### config.mk
export PLATFORM = sky130hd
export DESIGN_NAME = lru_k_page_replacer_unit
export DESIGN_NICKNAME = d
export VERILOG_FILES = /design/src/rtl/core/lruk_pkg.sv /design/src/rtl/core/lru_k_page_replacer_unit.sv
export VERILOG_INCLUDE_DIRS = /design/src /design/src/rtl/core
export SDC_FILE = /design/constraint.sdc
export NUM_CORES = 2
export LEC_CHECK = 0
export BUFFER_PORTS_ARGS = -buffer_cell sky130_fd_sc_hd__buf_2
export CAP_MARGIN = 15
export CORE_MARGIN = 2
export CORE_UTILIZATION = 41
export DETAILED_ROUTE_END_ITERATION = 7
export SYNTH_ARGS = -nofsm -noshare
export SYNTH_HDL_FRONTEND = slang
export SYNTH_SLANG_ARGS = --single-unit
export TNS_END_PERCENT = 30
### constraint.sdc
create_clock -name clk -period 13.8 [get_ports clk]
set_input_delay 2.76 -clock clk [delete_from_list [all_inputs] [get_ports clk]]
set_output_delay 2.76 -clock clk [all_outputs]
set_load 0.01 [all_outputs]
### src/rtl/core/assert_macros.svh
// Assertion macros used by the replacer RTL.
`ifndef ASSERT_MACROS_SVH
`define ASSERT_MACROS_SVH
// Implication checked on every rising clock edge outside reset.
`define ASSERT_IMPL(label, clk_s, rst_s, ante, cons, msg) \
    label: assert property (@(posedge clk_s) disable iff (!rst_s) (ante) |-> (cons)) \
        else $error(msg);
// Next-cycle implication checked outside reset.
`define ASSERT_NEXT(label, clk_s, rst_s, ante, cons, msg) \
    label: assert property (@(posedge clk_s) disable iff (!rst_s) (ante) |=> (cons)) \
        else $error(msg);
`endif

### src/rtl/core/lruk_pkg.sv
// Package with widths, codes and the request layout of the LRU-K replacer.
`timescale 1ns / 1ps
package lruk_pkg;
    localparam int ENTRIES  = 16;
    localparam int K_MAX    = 4;
    localparam int TS_WIDTH = 48;
    localparam int SLOT_W   = $clog2(ENTRIES);
    localparam int KIDX_W   = (K_MAX > 1) ? $clog2(K_MAX) : 1;
    localparam int CNT_W    = $clog2(K_MAX + 1);
    localparam int EVC_W    = $clog2(ENTRIES + 1);
    localparam int HIST_W   = K_MAX * TS_WIDTH;

    typedef enum logic [1:0] {
        FUNC_ACCESS = 2'd0,
        FUNC_SET_EVICT = 2'd1,
        FUNC_REMOVE = 2'd2,
        FUNC_EVICT = 2'd3
    } func_t;

    typedef enum logic [2:0] {
        ST_OK = 3'd0,
        ST_NOT_FOUND = 3'd1,
        ST_NOT_EVICTABLE = 3'd2,
        ST_TABLE_FULL = 3'd3,
        ST_NO_VICTIM = 3'd4,
        ST_CLOCK_EXHAUSTED = 3'd5
    } status_t;
endpackage

### src/rtl/core/lru_k_page_replacer_unit.sv
// LRU-K page replacer: slot table in registers, timestamp histories in a memory.
`timescale 1ns / 1ps
// Usage: a request enters on s_axis (tdata = func, page_id, make_evictable from
// the lowest bit up). Exactly one response leaves on m_axis per request
// (tdata = status, evicted_page, evictable_count from the lowest bit up).
// A write on cfg_valid/cfg_ready sets K (history_depth, reset value 2); it is
// taken only while no request is in flight.
// Every request scans all ENTRIES slots, one slot per cycle, and also reads
// each slot's timestamps from the history memory for the victim ranking. The
// ranking of the last slot extends the scan when that slot is evictable. Set
// evictable, remove and evict present their response after the scan and a
// decision step; access adds a history read and a write back before it.
// The response sits in an output register: while the receiver stalls, the
// block holds it and accepts no new request until it has been taken.
// Reset clears the slot valid bits, flags, counts, the access clock and the
// evictable total at once; no clearing pass is needed since histories are only
// used for valid slots.
module lru_k_page_replacer_unit (
    input  logic        clk,
    input  logic        rst_n,
    input  logic        s_axis_tvalid,
    output logic        s_axis_tready,
    input  logic [39:0] s_axis_tdata,   // func[1:0], page_id[33:2], make_evictable[34]
    output logic        m_axis_tvalid,
    input  logic        m_axis_tready,
    output logic [39:0] m_axis_tdata,   // status[2:0], evicted_page[34:3], count[39:35]
    input  logic        cfg_valid,
    output logic        cfg_ready,
    input  logic [2:0]  cfg_data
);
    import lruk_pkg::*;
    `include "assert_macros.svh"

    typedef enum logic [2:0] {S_IDLE, S_SCAN, S_DECIDE, S_HREAD, S_WRITE, S_RESP} state_t;

    state_t state_reg;
    logic [2:0] k_reg;
    logic [ENTRIES-1:0] valid_reg, evict_reg;
    logic [CNT_W-1:0] cnt_reg [ENTRIES];
    logic [31:0] page_mem [ENTRIES];
    logic [HIST_W-1:0] hist_mem [ENTRIES];
    logic [HIST_W-1:0] hist_rd;
    logic [TS_WIDTH-1:0] clock_reg;
    logic [EVC_W-1:0] evtot_reg;

    func_t func_reg;
    logic [31:0] page_reg;
    logic make_reg;
    logic [SLOT_W:0] idx_reg;         // scan counter, can hold ENTRIES
    logic hit_reg, free_reg;
    logic [SLOT_W-1:0] hit_slot_reg, free_slot_reg;
    // Victim search state.
    logic best_reg, best_cls_reg;
    logic [TS_WIDTH-1:0] best_ts_reg;
    logic [SLOT_W-1:0] best_slot_reg;
    logic [SLOT_W-1:0] rd_slot_reg;
    logic rd_pend_reg;
    logic [2:0] status_reg;
    logic [31:0] victim_reg;
    logic [2:0] keff;
    logic [SLOT_W-1:0] idx;

    assign idx = idx_reg[SLOT_W-1:0];
    assign keff = (k_reg == 3'd0) ? 3'd1 :
                  (32'(k_reg) > K_MAX) ? 3'(K_MAX) : k_reg;

    assign s_axis_tready = (state_reg == S_IDLE);
    assign cfg_ready = (state_reg == S_IDLE) && !s_axis_tvalid;
    assign m_axis_tvalid = (state_reg == S_RESP);
    assign m_axis_tdata = {evtot_reg, victim_reg, status_reg};

    // Rank key of the slot whose history was read last cycle.
    logic [CNT_W-1:0] rcnt;
    logic rcls;
    logic [KIDX_W-1:0] rsel;
    logic [TS_WIDTH-1:0] rts;
    always_comb
    begin
        rcnt = (cnt_reg[rd_slot_reg] == '0) ? CNT_W'(1) : cnt_reg[rd_slot_reg];
        if (32'(rcnt) < 32'(keff))
        begin
            rcls = 1'b0;
            rsel = KIDX_W'(rcnt - CNT_W'(1));
        end
        else
        begin
            rcls = 1'b1;
            rsel = KIDX_W'(keff - 3'd1);
        end
        rts = hist_rd[rsel*TS_WIDTH +: TS_WIDTH];
    end

    // History memory: one read and one write port, registered read.
    logic hist_we;
    logic [SLOT_W-1:0] hist_waddr, hist_raddr;
    logic [HIST_W-1:0] hist_wdata;
    always_ff @(posedge clk)
    begin
        if (hist_we)
            hist_mem[hist_waddr] <= hist_wdata;
        hist_rd <= hist_mem[hist_raddr];
    end
    always_comb
    begin
        hist_raddr = (state_reg == S_SCAN) ? idx :
                     (hit_reg ? hit_slot_reg : free_slot_reg);
        hist_we = (state_reg == S_WRITE);
        hist_waddr = hit_reg ? hit_slot_reg : free_slot_reg;
        if (hit_reg)
            hist_wdata = {hist_rd[HIST_W-TS_WIDTH-1:0], clock_reg};
        else
            hist_wdata = {{(HIST_W-TS_WIDTH){1'b0}}, clock_reg};
    end

    always_ff @(posedge clk)
    begin
        if (state_reg == S_IDLE && s_axis_tvalid)
        begin
            page_reg <= s_axis_tdata[33:2];
            make_reg <= s_axis_tdata[34];
        end
        if (state_reg == S_WRITE && !hit_reg)
            page_mem[free_slot_reg] <= page_reg;
    end

    always_ff @(posedge clk or negedge rst_n)
    begin
        if (!rst_n)
        begin
            state_reg <= S_IDLE;
            k_reg <= 3'd2;
            valid_reg <= '0;
            evict_reg <= '0;
            for (int i = 0; i < ENTRIES; i++)
                cnt_reg[i] <= '0;
            clock_reg <= '0;
            evtot_reg <= '0;
            func_reg <= FUNC_ACCESS;
            idx_reg <= '0;
            hit_reg <= 1'b0;
            free_reg <= 1'b0;
            hit_slot_reg <= '0;
            free_slot_reg <= '0;
            best_reg <= 1'b0;
            best_cls_reg <= 1'b0;
            best_ts_reg <= '0;
            best_slot_reg <= '0;
            rd_slot_reg <= '0;
            rd_pend_reg <= 1'b0;
            status_reg <= ST_OK;
            victim_reg <= '0;
        end
        else
        begin
            case (state_reg)
                S_IDLE:
                begin
                    if (cfg_valid && cfg_ready)
                        k_reg <= cfg_data;
                    if (s_axis_tvalid)
                    begin
                        func_reg <= func_t'(s_axis_tdata[1:0]);
                        idx_reg <= '0;
                        hit_reg <= 1'b0;
                        free_reg <= 1'b0;
                        best_reg <= 1'b0;
                        rd_pend_reg <= 1'b0;
                        state_reg <= S_SCAN;
                    end
                end
                S_SCAN:
                begin
                    // Lookup and free-slot search, one slot per cycle.
                    if (idx_reg < (SLOT_W+1)'(ENTRIES))
                    begin
                        if (valid_reg[idx] && page_mem[idx] == page_reg && !hit_reg)
                        begin
                            hit_reg <= 1'b1;
                            hit_slot_reg <= idx;
                        end
                        if (!valid_reg[idx] && !free_reg)
                        begin
                            free_reg <= 1'b1;
                            free_slot_reg <= idx;
                        end
                        idx_reg <= idx_reg + 1'b1;
                    end
                    // Victim ranking on the history read issued last cycle.
                    rd_slot_reg <= idx;
                    rd_pend_reg <= (idx_reg < (SLOT_W+1)'(ENTRIES)) &&
                                   valid_reg[idx] && evict_reg[idx];
                    if (rd_pend_reg)
                    begin
                        if (!best_reg || rcls < best_cls_reg ||
                            (rcls == best_cls_reg && rts < best_ts_reg))
                        begin
                            best_reg <= 1'b1;
                            best_cls_reg <= rcls;
                            best_ts_reg <= rts;
                            best_slot_reg <= rd_slot_reg;
                        end
                    end
                    if (idx_reg == (SLOT_W+1)'(ENTRIES) && !rd_pend_reg)
                        state_reg <= S_DECIDE;
                end
                S_DECIDE:
                begin
                    case (func_reg)
                        FUNC_ACCESS:
                        begin
                            victim_reg <= '0;
                            if (clock_reg == {TS_WIDTH{1'b1}})
                            begin
                                status_reg <= ST_CLOCK_EXHAUSTED;
                                state_reg <= S_RESP;
                            end
                            else if (!hit_reg && !free_reg)
                            begin
                                status_reg <= ST_TABLE_FULL;
                                state_reg <= S_RESP;
                            end
                            else
                            begin
                                status_reg <= ST_OK;
                                clock_reg <= clock_reg + 1'b1;
                                state_reg <= S_HREAD;
                            end
                        end
                        FUNC_SET_EVICT:
                        begin
                            victim_reg <= '0;
                            state_reg <= S_RESP;
                            if (!hit_reg)
                                status_reg <= ST_NOT_FOUND;
                            else
                            begin
                                status_reg <= ST_OK;
                                if (evict_reg[hit_slot_reg] != make_reg)
                                begin
                                    evict_reg[hit_slot_reg] <= make_reg;
                                    if (make_reg)
                                        evtot_reg <= evtot_reg + 1'b1;
                                    else if (evtot_reg != '0)
                                        evtot_reg <= evtot_reg - 1'b1;
                                end
                            end
                        end
                        FUNC_REMOVE:
                        begin
                            victim_reg <= '0;
                            state_reg <= S_RESP;
                            if (!hit_reg)
                                status_reg <= ST_NOT_FOUND;
                            else if (!evict_reg[hit_slot_reg])
                                status_reg <= ST_NOT_EVICTABLE;
                            else
                            begin
                                status_reg <= ST_OK;
                                valid_reg[hit_slot_reg] <= 1'b0;
                                evict_reg[hit_slot_reg] <= 1'b0;
                                cnt_reg[hit_slot_reg] <= '0;
                                if (evtot_reg != '0)
                                    evtot_reg <= evtot_reg - 1'b1;
                            end
                        end
                        default:
                        begin
                            state_reg <= S_RESP;
                            if (!best_reg)
                            begin
                                status_reg <= ST_NO_VICTIM;
                                victim_reg <= '0;
                            end
                            else
                            begin
                                status_reg <= ST_OK;
                                victim_reg <= page_mem[best_slot_reg];
                                valid_reg[best_slot_reg] <= 1'b0;
                                evict_reg[best_slot_reg] <= 1'b0;
                                cnt_reg[best_slot_reg] <= '0;
                                if (evtot_reg != '0)
                                    evtot_reg <= evtot_reg - 1'b1;
                            end
                        end
                    endcase
                end
                S_HREAD:
                    // The history read for the target slot is issued here.
                    state_reg <= S_WRITE;
                S_WRITE:
                begin
                    if (hit_reg)
                    begin
                        if (32'(cnt_reg[hit_slot_reg]) < K_MAX)
                            cnt_reg[hit_slot_reg] <= cnt_reg[hit_slot_reg] + 1'b1;
                    end
                    else
                    begin
                        valid_reg[free_slot_reg] <= 1'b1;
                        evict_reg[free_slot_reg] <= 1'b1;
                        cnt_reg[free_slot_reg] <= CNT_W'(1);
                        evtot_reg <= evtot_reg + 1'b1;
                    end
                    state_reg <= S_RESP;
                end
                S_RESP:
                    if (m_axis_tready)
                        state_reg <= S_IDLE;
                default:
                    state_reg <= S_IDLE;
            endcase
        end
    end

    `ASSERT_IMPL(a_cnt_le_entries, clk, rst_n, 1'b1,
        32'(evtot_reg) == 32'($countones(valid_reg & evict_reg)),
        "evictable total disagrees with slot flags")
    `ASSERT_IMPL(a_evict_implies_valid, clk, rst_n, 1'b1,
        (evict_reg & ~valid_reg) == '0, "evictable flag on free slot")
    `ASSERT_NEXT(a_resp_hold, clk, rst_n, m_axis_tvalid && !m_axis_tready,
        m_axis_tvalid && $stable(m_axis_tdata), "response changed while stalled")
endmodule

==> flow_results.org <==
** Yosys
- Of the total synthesized cell area, the portion taken by XOR and XNOR cells is 0.457%.
- Number of register bits inferred by synthesis :: 4059
- After synthesis, the mean cell area works out to 20.1 um^2.
- Measured against the total synthesized area, the mux share comes to 17.9%.
- Fraction of the mapped netlist area in simple logic gates :: 3.01%
- Yosys printed 0 warnings.
- Synthesized cell area :: 161000 um^2
- Area share of fa/ha/maj cells after synthesis :: 0.441%
- The synthesized netlist devotes 3.08% of its cell area to compound gates.
- Main synth FF type :: edfxtp_1
- By area, the combinational part of the netlist is dominated by multiplexers.
- EDFF count, synth :: 3617
- The synthesized netlist contains 59 unique library cells.
- Proportion of synthesized flip-flops having asynchronous set or reset :: 6.16%
- Proportion of synthesized chip area in sequential cells :: 73.7%
- Net count after synthesis :: 8118
- Synthesis produced a netlist whose cell count is 8014.

** Global route
- The first global-routing pass estimated 568000 um of wire.
- For met1 alone, demand over resource in global routing was 27.1%.
- Met2 track demand over resource in global routing :: 31.9%
- Entering global routing, the biggest net connects 151 pins.
- Number of antenna violations at the first check in global routing :: 9
- Global-route total usage across every layer :: 19.2%
- Most Crowded Layer GR :: met2
- Via count of the first global-routing pass :: 82800
- Remaining Overflow, GRT :: 0
- Global-route met3 utilization :: 2.40%

** Final layout
- Layout filler cell count :: 32400
- The register with the most flip-flops in the layout has 3072 of them.
- Register with the most flip-flops :: hist_mem
- Synthesis-to-layout area growth :: 13.0%
- Biggest registers after layout :: hist_mem: 3072 flops, page_mem: 512 flops, hist_rd: 192 flops
- Fraction of final layout cells with drive strength greater than 1 :: 25.2%
- At the end of the flow, the number of nets in the layout was 8316.

** Placed design
- HPWL after DPL :: 191000 um
- GPL Wtd Cong :: 0.869
- Number of buffers inserted by port buffering :: 85
- Minimum setup slack after placement :: 5.27 ns

** Clocking
- Hold buffers post-CTS :: 0
- Clock latency on the worst-skew pair, taken at its later pin, is 0.97 ns.
- The clock passes through at most 4 buffers.
- The number of clock buffers added by TritonCTS is 414.
- TritonCTS built the clock tree.
- In this run the clock root is driven by a clkbuf_16.
- Number of clock sinks seen by CTS :: 4059
- Clock-pin slew on the worst setup and hold paths :: 0.06 ns
- Number of buffers inserted to repair setup after CTS :: 0
- Gates resized during post-CTS repair numbered 0.
- Number of H-tree levels :: 5

** Floorplan
- Core Rows :: 230
- Number of top-level pins :: 91
- Core region area :: 392000 um^2
- Height of the die :: 631 um
- The die covers 398000 um^2.
- For this configuration, the core starts out at a cell density of 41.1%.
- Chip Width :: 631 um

** Timing
- Post-layout min period :: 8.43 ns
- Headroom to the max-slew limit came out at 19.2%.
- Final period util :: 61.1%
- Post-route worst setup slack :: 5.37 ns
- Setup violations remaining at the end of the flow were counted as 0.
- Post-Route Setup TNS :: 0 ns
- At the pin with the least slew margin, the transition time is 1.20 ns.
- Clock skew on the completed layout was measured at 0.119 ns.
- The final hold violation count came to 0.
- Setup repair after global routing left no endpoint under its margin.
- The count of pins over their slew limit was 0.
- Timing-limited maximum frequency :: 119 MHz

** Critical path
- STA classifies the critical path endpoint as a register.
- Crit path largest cell delay :: 0.81 ns
- Worst reg-to-reg setup slack :: 5.37 ns
- By startpoint and endpoint, the worst setup path is classified as register to register.
- For this design, the slowest cell found on the critical path is dfrtp_1.
- Startpoint kind of the worst setup timing path :: register
- Crit path DAT :: 9.24 ns
- Of all nets on the critical path, the largest fanout is 36.
- Data required time of the worst path :: 14.61 ns
- Cell-by-cell trace of the critical path :: mux4_2, a22oi_1, nand2_1, ha_1, a21o_1, a211oi_1, nor3b_2, nand2_1, a21boi_4, buf_4, o21ai_0, ha_1, a21oi_1, o21ai_0, a21o_1, a21oi_1, a21oi_1, a2111oi_0, nor4b_1, a31oi_4, buf_4, mux2_1
- Most repeated library cell on the critical path :: a21oi_1

** Pwr
- Net switching is 30.9% of the power.
- Dividing total power by cell area gives a power density of 211 nW/um^2.
- Combinational Power Share :: 32.1%
- Proportion of power drawn by the clock network :: 29.6%
- IR analysis of the VDD net gives a maximum drop of 0.318 mV.
- For this design the static power due to leakage is 0.0597 uW.
- Portion of total power attributed to sequential cells :: 38.3%
- Internal power comes to 26500 uW.
- Summed over all nets, the switching power comes to 11900 uW.

** Min path
- The tightest min-delay check is of the register to register type.

** Drt
- The first detailed-routing pass ran for 7 iterations.
- Summed over all layers, the routed wires come to 386000 um.
- Drt wl/cell :: 27.9 um
- In this run the remaining antenna-violating nets after routing total 0.
- After the first detailed-routing iteration, the DRC count stood at 7870.
- Via count :: 79500
- DRC Markers :: 0
- Dividing the detail-routed via count by the number of cells gives 5.76.

** Run
- Max-cap check violation count :: 0

** Run status
- The flow ran to the end, and the final reports show no timing, DRC or antenna violations.
[power groups by stage]
stage	combinational, uW	sequential [uW]	clock [uW]
floorplan	9480	14600	0
global placement	12400	14900	0
detailed placement	12500	14900	0
CTS	12500	14700	11600
global route	13400	14700	12100
finish	12300	14700	11400
[per-stage QoR]
| step | std cells | instance area, um^2 | utilization, % | total power, uW | hold WS [ns] |
|---|---|---|---|---|---|
| 5_1_grt | 13800 | 182000 | 46.4 | 40200 | 0.502 |
| 2_1_floorplan | 8014 | 161000 | - | 24100 | 0.458 |
| 6_report | 13800 | 182000 | 46.4 | 38400 | 0.479 |
| 3_3_place_gp | 13000 | 168000 | 42.9 | 27400 | 0.459 |
| 3_5_place_dp | 13000 | 168000 | 42.9 | 27400 | 0.470 |
| 4_1_cts | 13800 | 182000 | 46.4 | 38800 | 0.483 |
[per-layer routing]
metal  wire, um  up-vias  part of all wire (%)
li1           -    33300                     -
met5         13        -                0.0034
met3      21700      609                   5.6
met2     189000     2435                    49
met4       9220        2                   2.4
met1     166000    43200                    43
[final timing paths]
kind / to / startpoint / cells past startpoint
min in group asynchronous: best_ts_reg[26] / rst_n / 1
worst max-delay path: best_ts_reg[10] / rd_slot_reg[0] / 22
worst min-delay path: victim_reg[30] / victim_reg[30] / 2
worst max register to register: best_ts_reg[10] / rd_slot_reg[0] / 22
worst min register to register: victim_reg[30] / victim_reg[30] / 2
max in group asynchronous: best_slot_reg[0] / rst_n / 2
[cell usage in the layout (no fill, tap or decap), drive strengths merged, types with 29 or more instances in the layout]
cell,Yosys,final
nor2b,211,211
mux2,110,110
o21ai,218,218
buf,193,249
dfrtp,249,249
mux4,1105,1105
ha,56,56
a211oi,218,218
and2,190,190
nand3,45,45
xor2,29,29
clkbuf,274,559
inv,92,107
xnor2,55,55
edfxtp,3617,3617
mux2i,278,278
bufinv,0,40
clkinv,1,149
a21oi,302,302
nor2,128,128
nand2,238,238
dfxtp,192,192
[cell usage after synthesis, types with 92 or more instances]
| master | n | area (um^2) |
|---|---|---|
| a211oi_1 | 218 | 1640 |
| nor2_1 | 128 | 480 |
| edfxtp_1 | 3617 | 109000 |
| dfxtp_1 | 192 | 3840 |
| o21ai_0 | 215 | 1080 |
| mux2i_1 | 278 | 2780 |
| mux2_2 | 92 | 1040 |
| and2_1 | 190 | 1190 |
| nand2_1 | 238 | 893 |
| a21oi_1 | 302 | 1510 |
| mux4_2 | 1105 | 24900 |
| clkbuf_1 | 274 | 1030 |
| nor2b_1 | 211 | 1320 |
| dfrtp_1 | 249 | 6230 |
| buf_1 | 101 | 379 |
[cells by family (layout without fill, tap and decap cells)]
logic type	after synthesis	after routing
DFF	4059	4059
muxes	1493	1493
buffers and inverters	560	1127
adders and majority gates	57	57
other	0	5
and+or+nand+nor	929	929
AOI/OAI and AO/OA	832	832
xor gates and xnor gates	84	84
[area by class of cell]
class | instances | area, um^2 | share of cell area, %
sequential | 4059 | 119000 | 65.2
multi-input combinational | 3395 | 40500 | 22.2
clock buffer | 559 | 11600 | 6.36
tap | 5220 | 6530 | 3.59
clock inverter | 226 | 2410 | 1.33
timing repair buffer | 249 | 1930 | 1.06
inverter | 93 | 349 | 0.192
antenna | 5 | 12.5 | 0.00687
[critical path, delay by kind of cell (launching register included)]
| family | cells | cell delay [ns] |
|---|---|---|
| compound gates | 12 | 3.70 |
| simple gates | 4 | 1.05 |
| mux | 2 | 1.01 |
| buf+inv | 2 | 0.91 |
| flops | 1 | 0.81 |
| fa+ha+maj | 2 | 0.66 |
(Power assumes the default switching activity.)
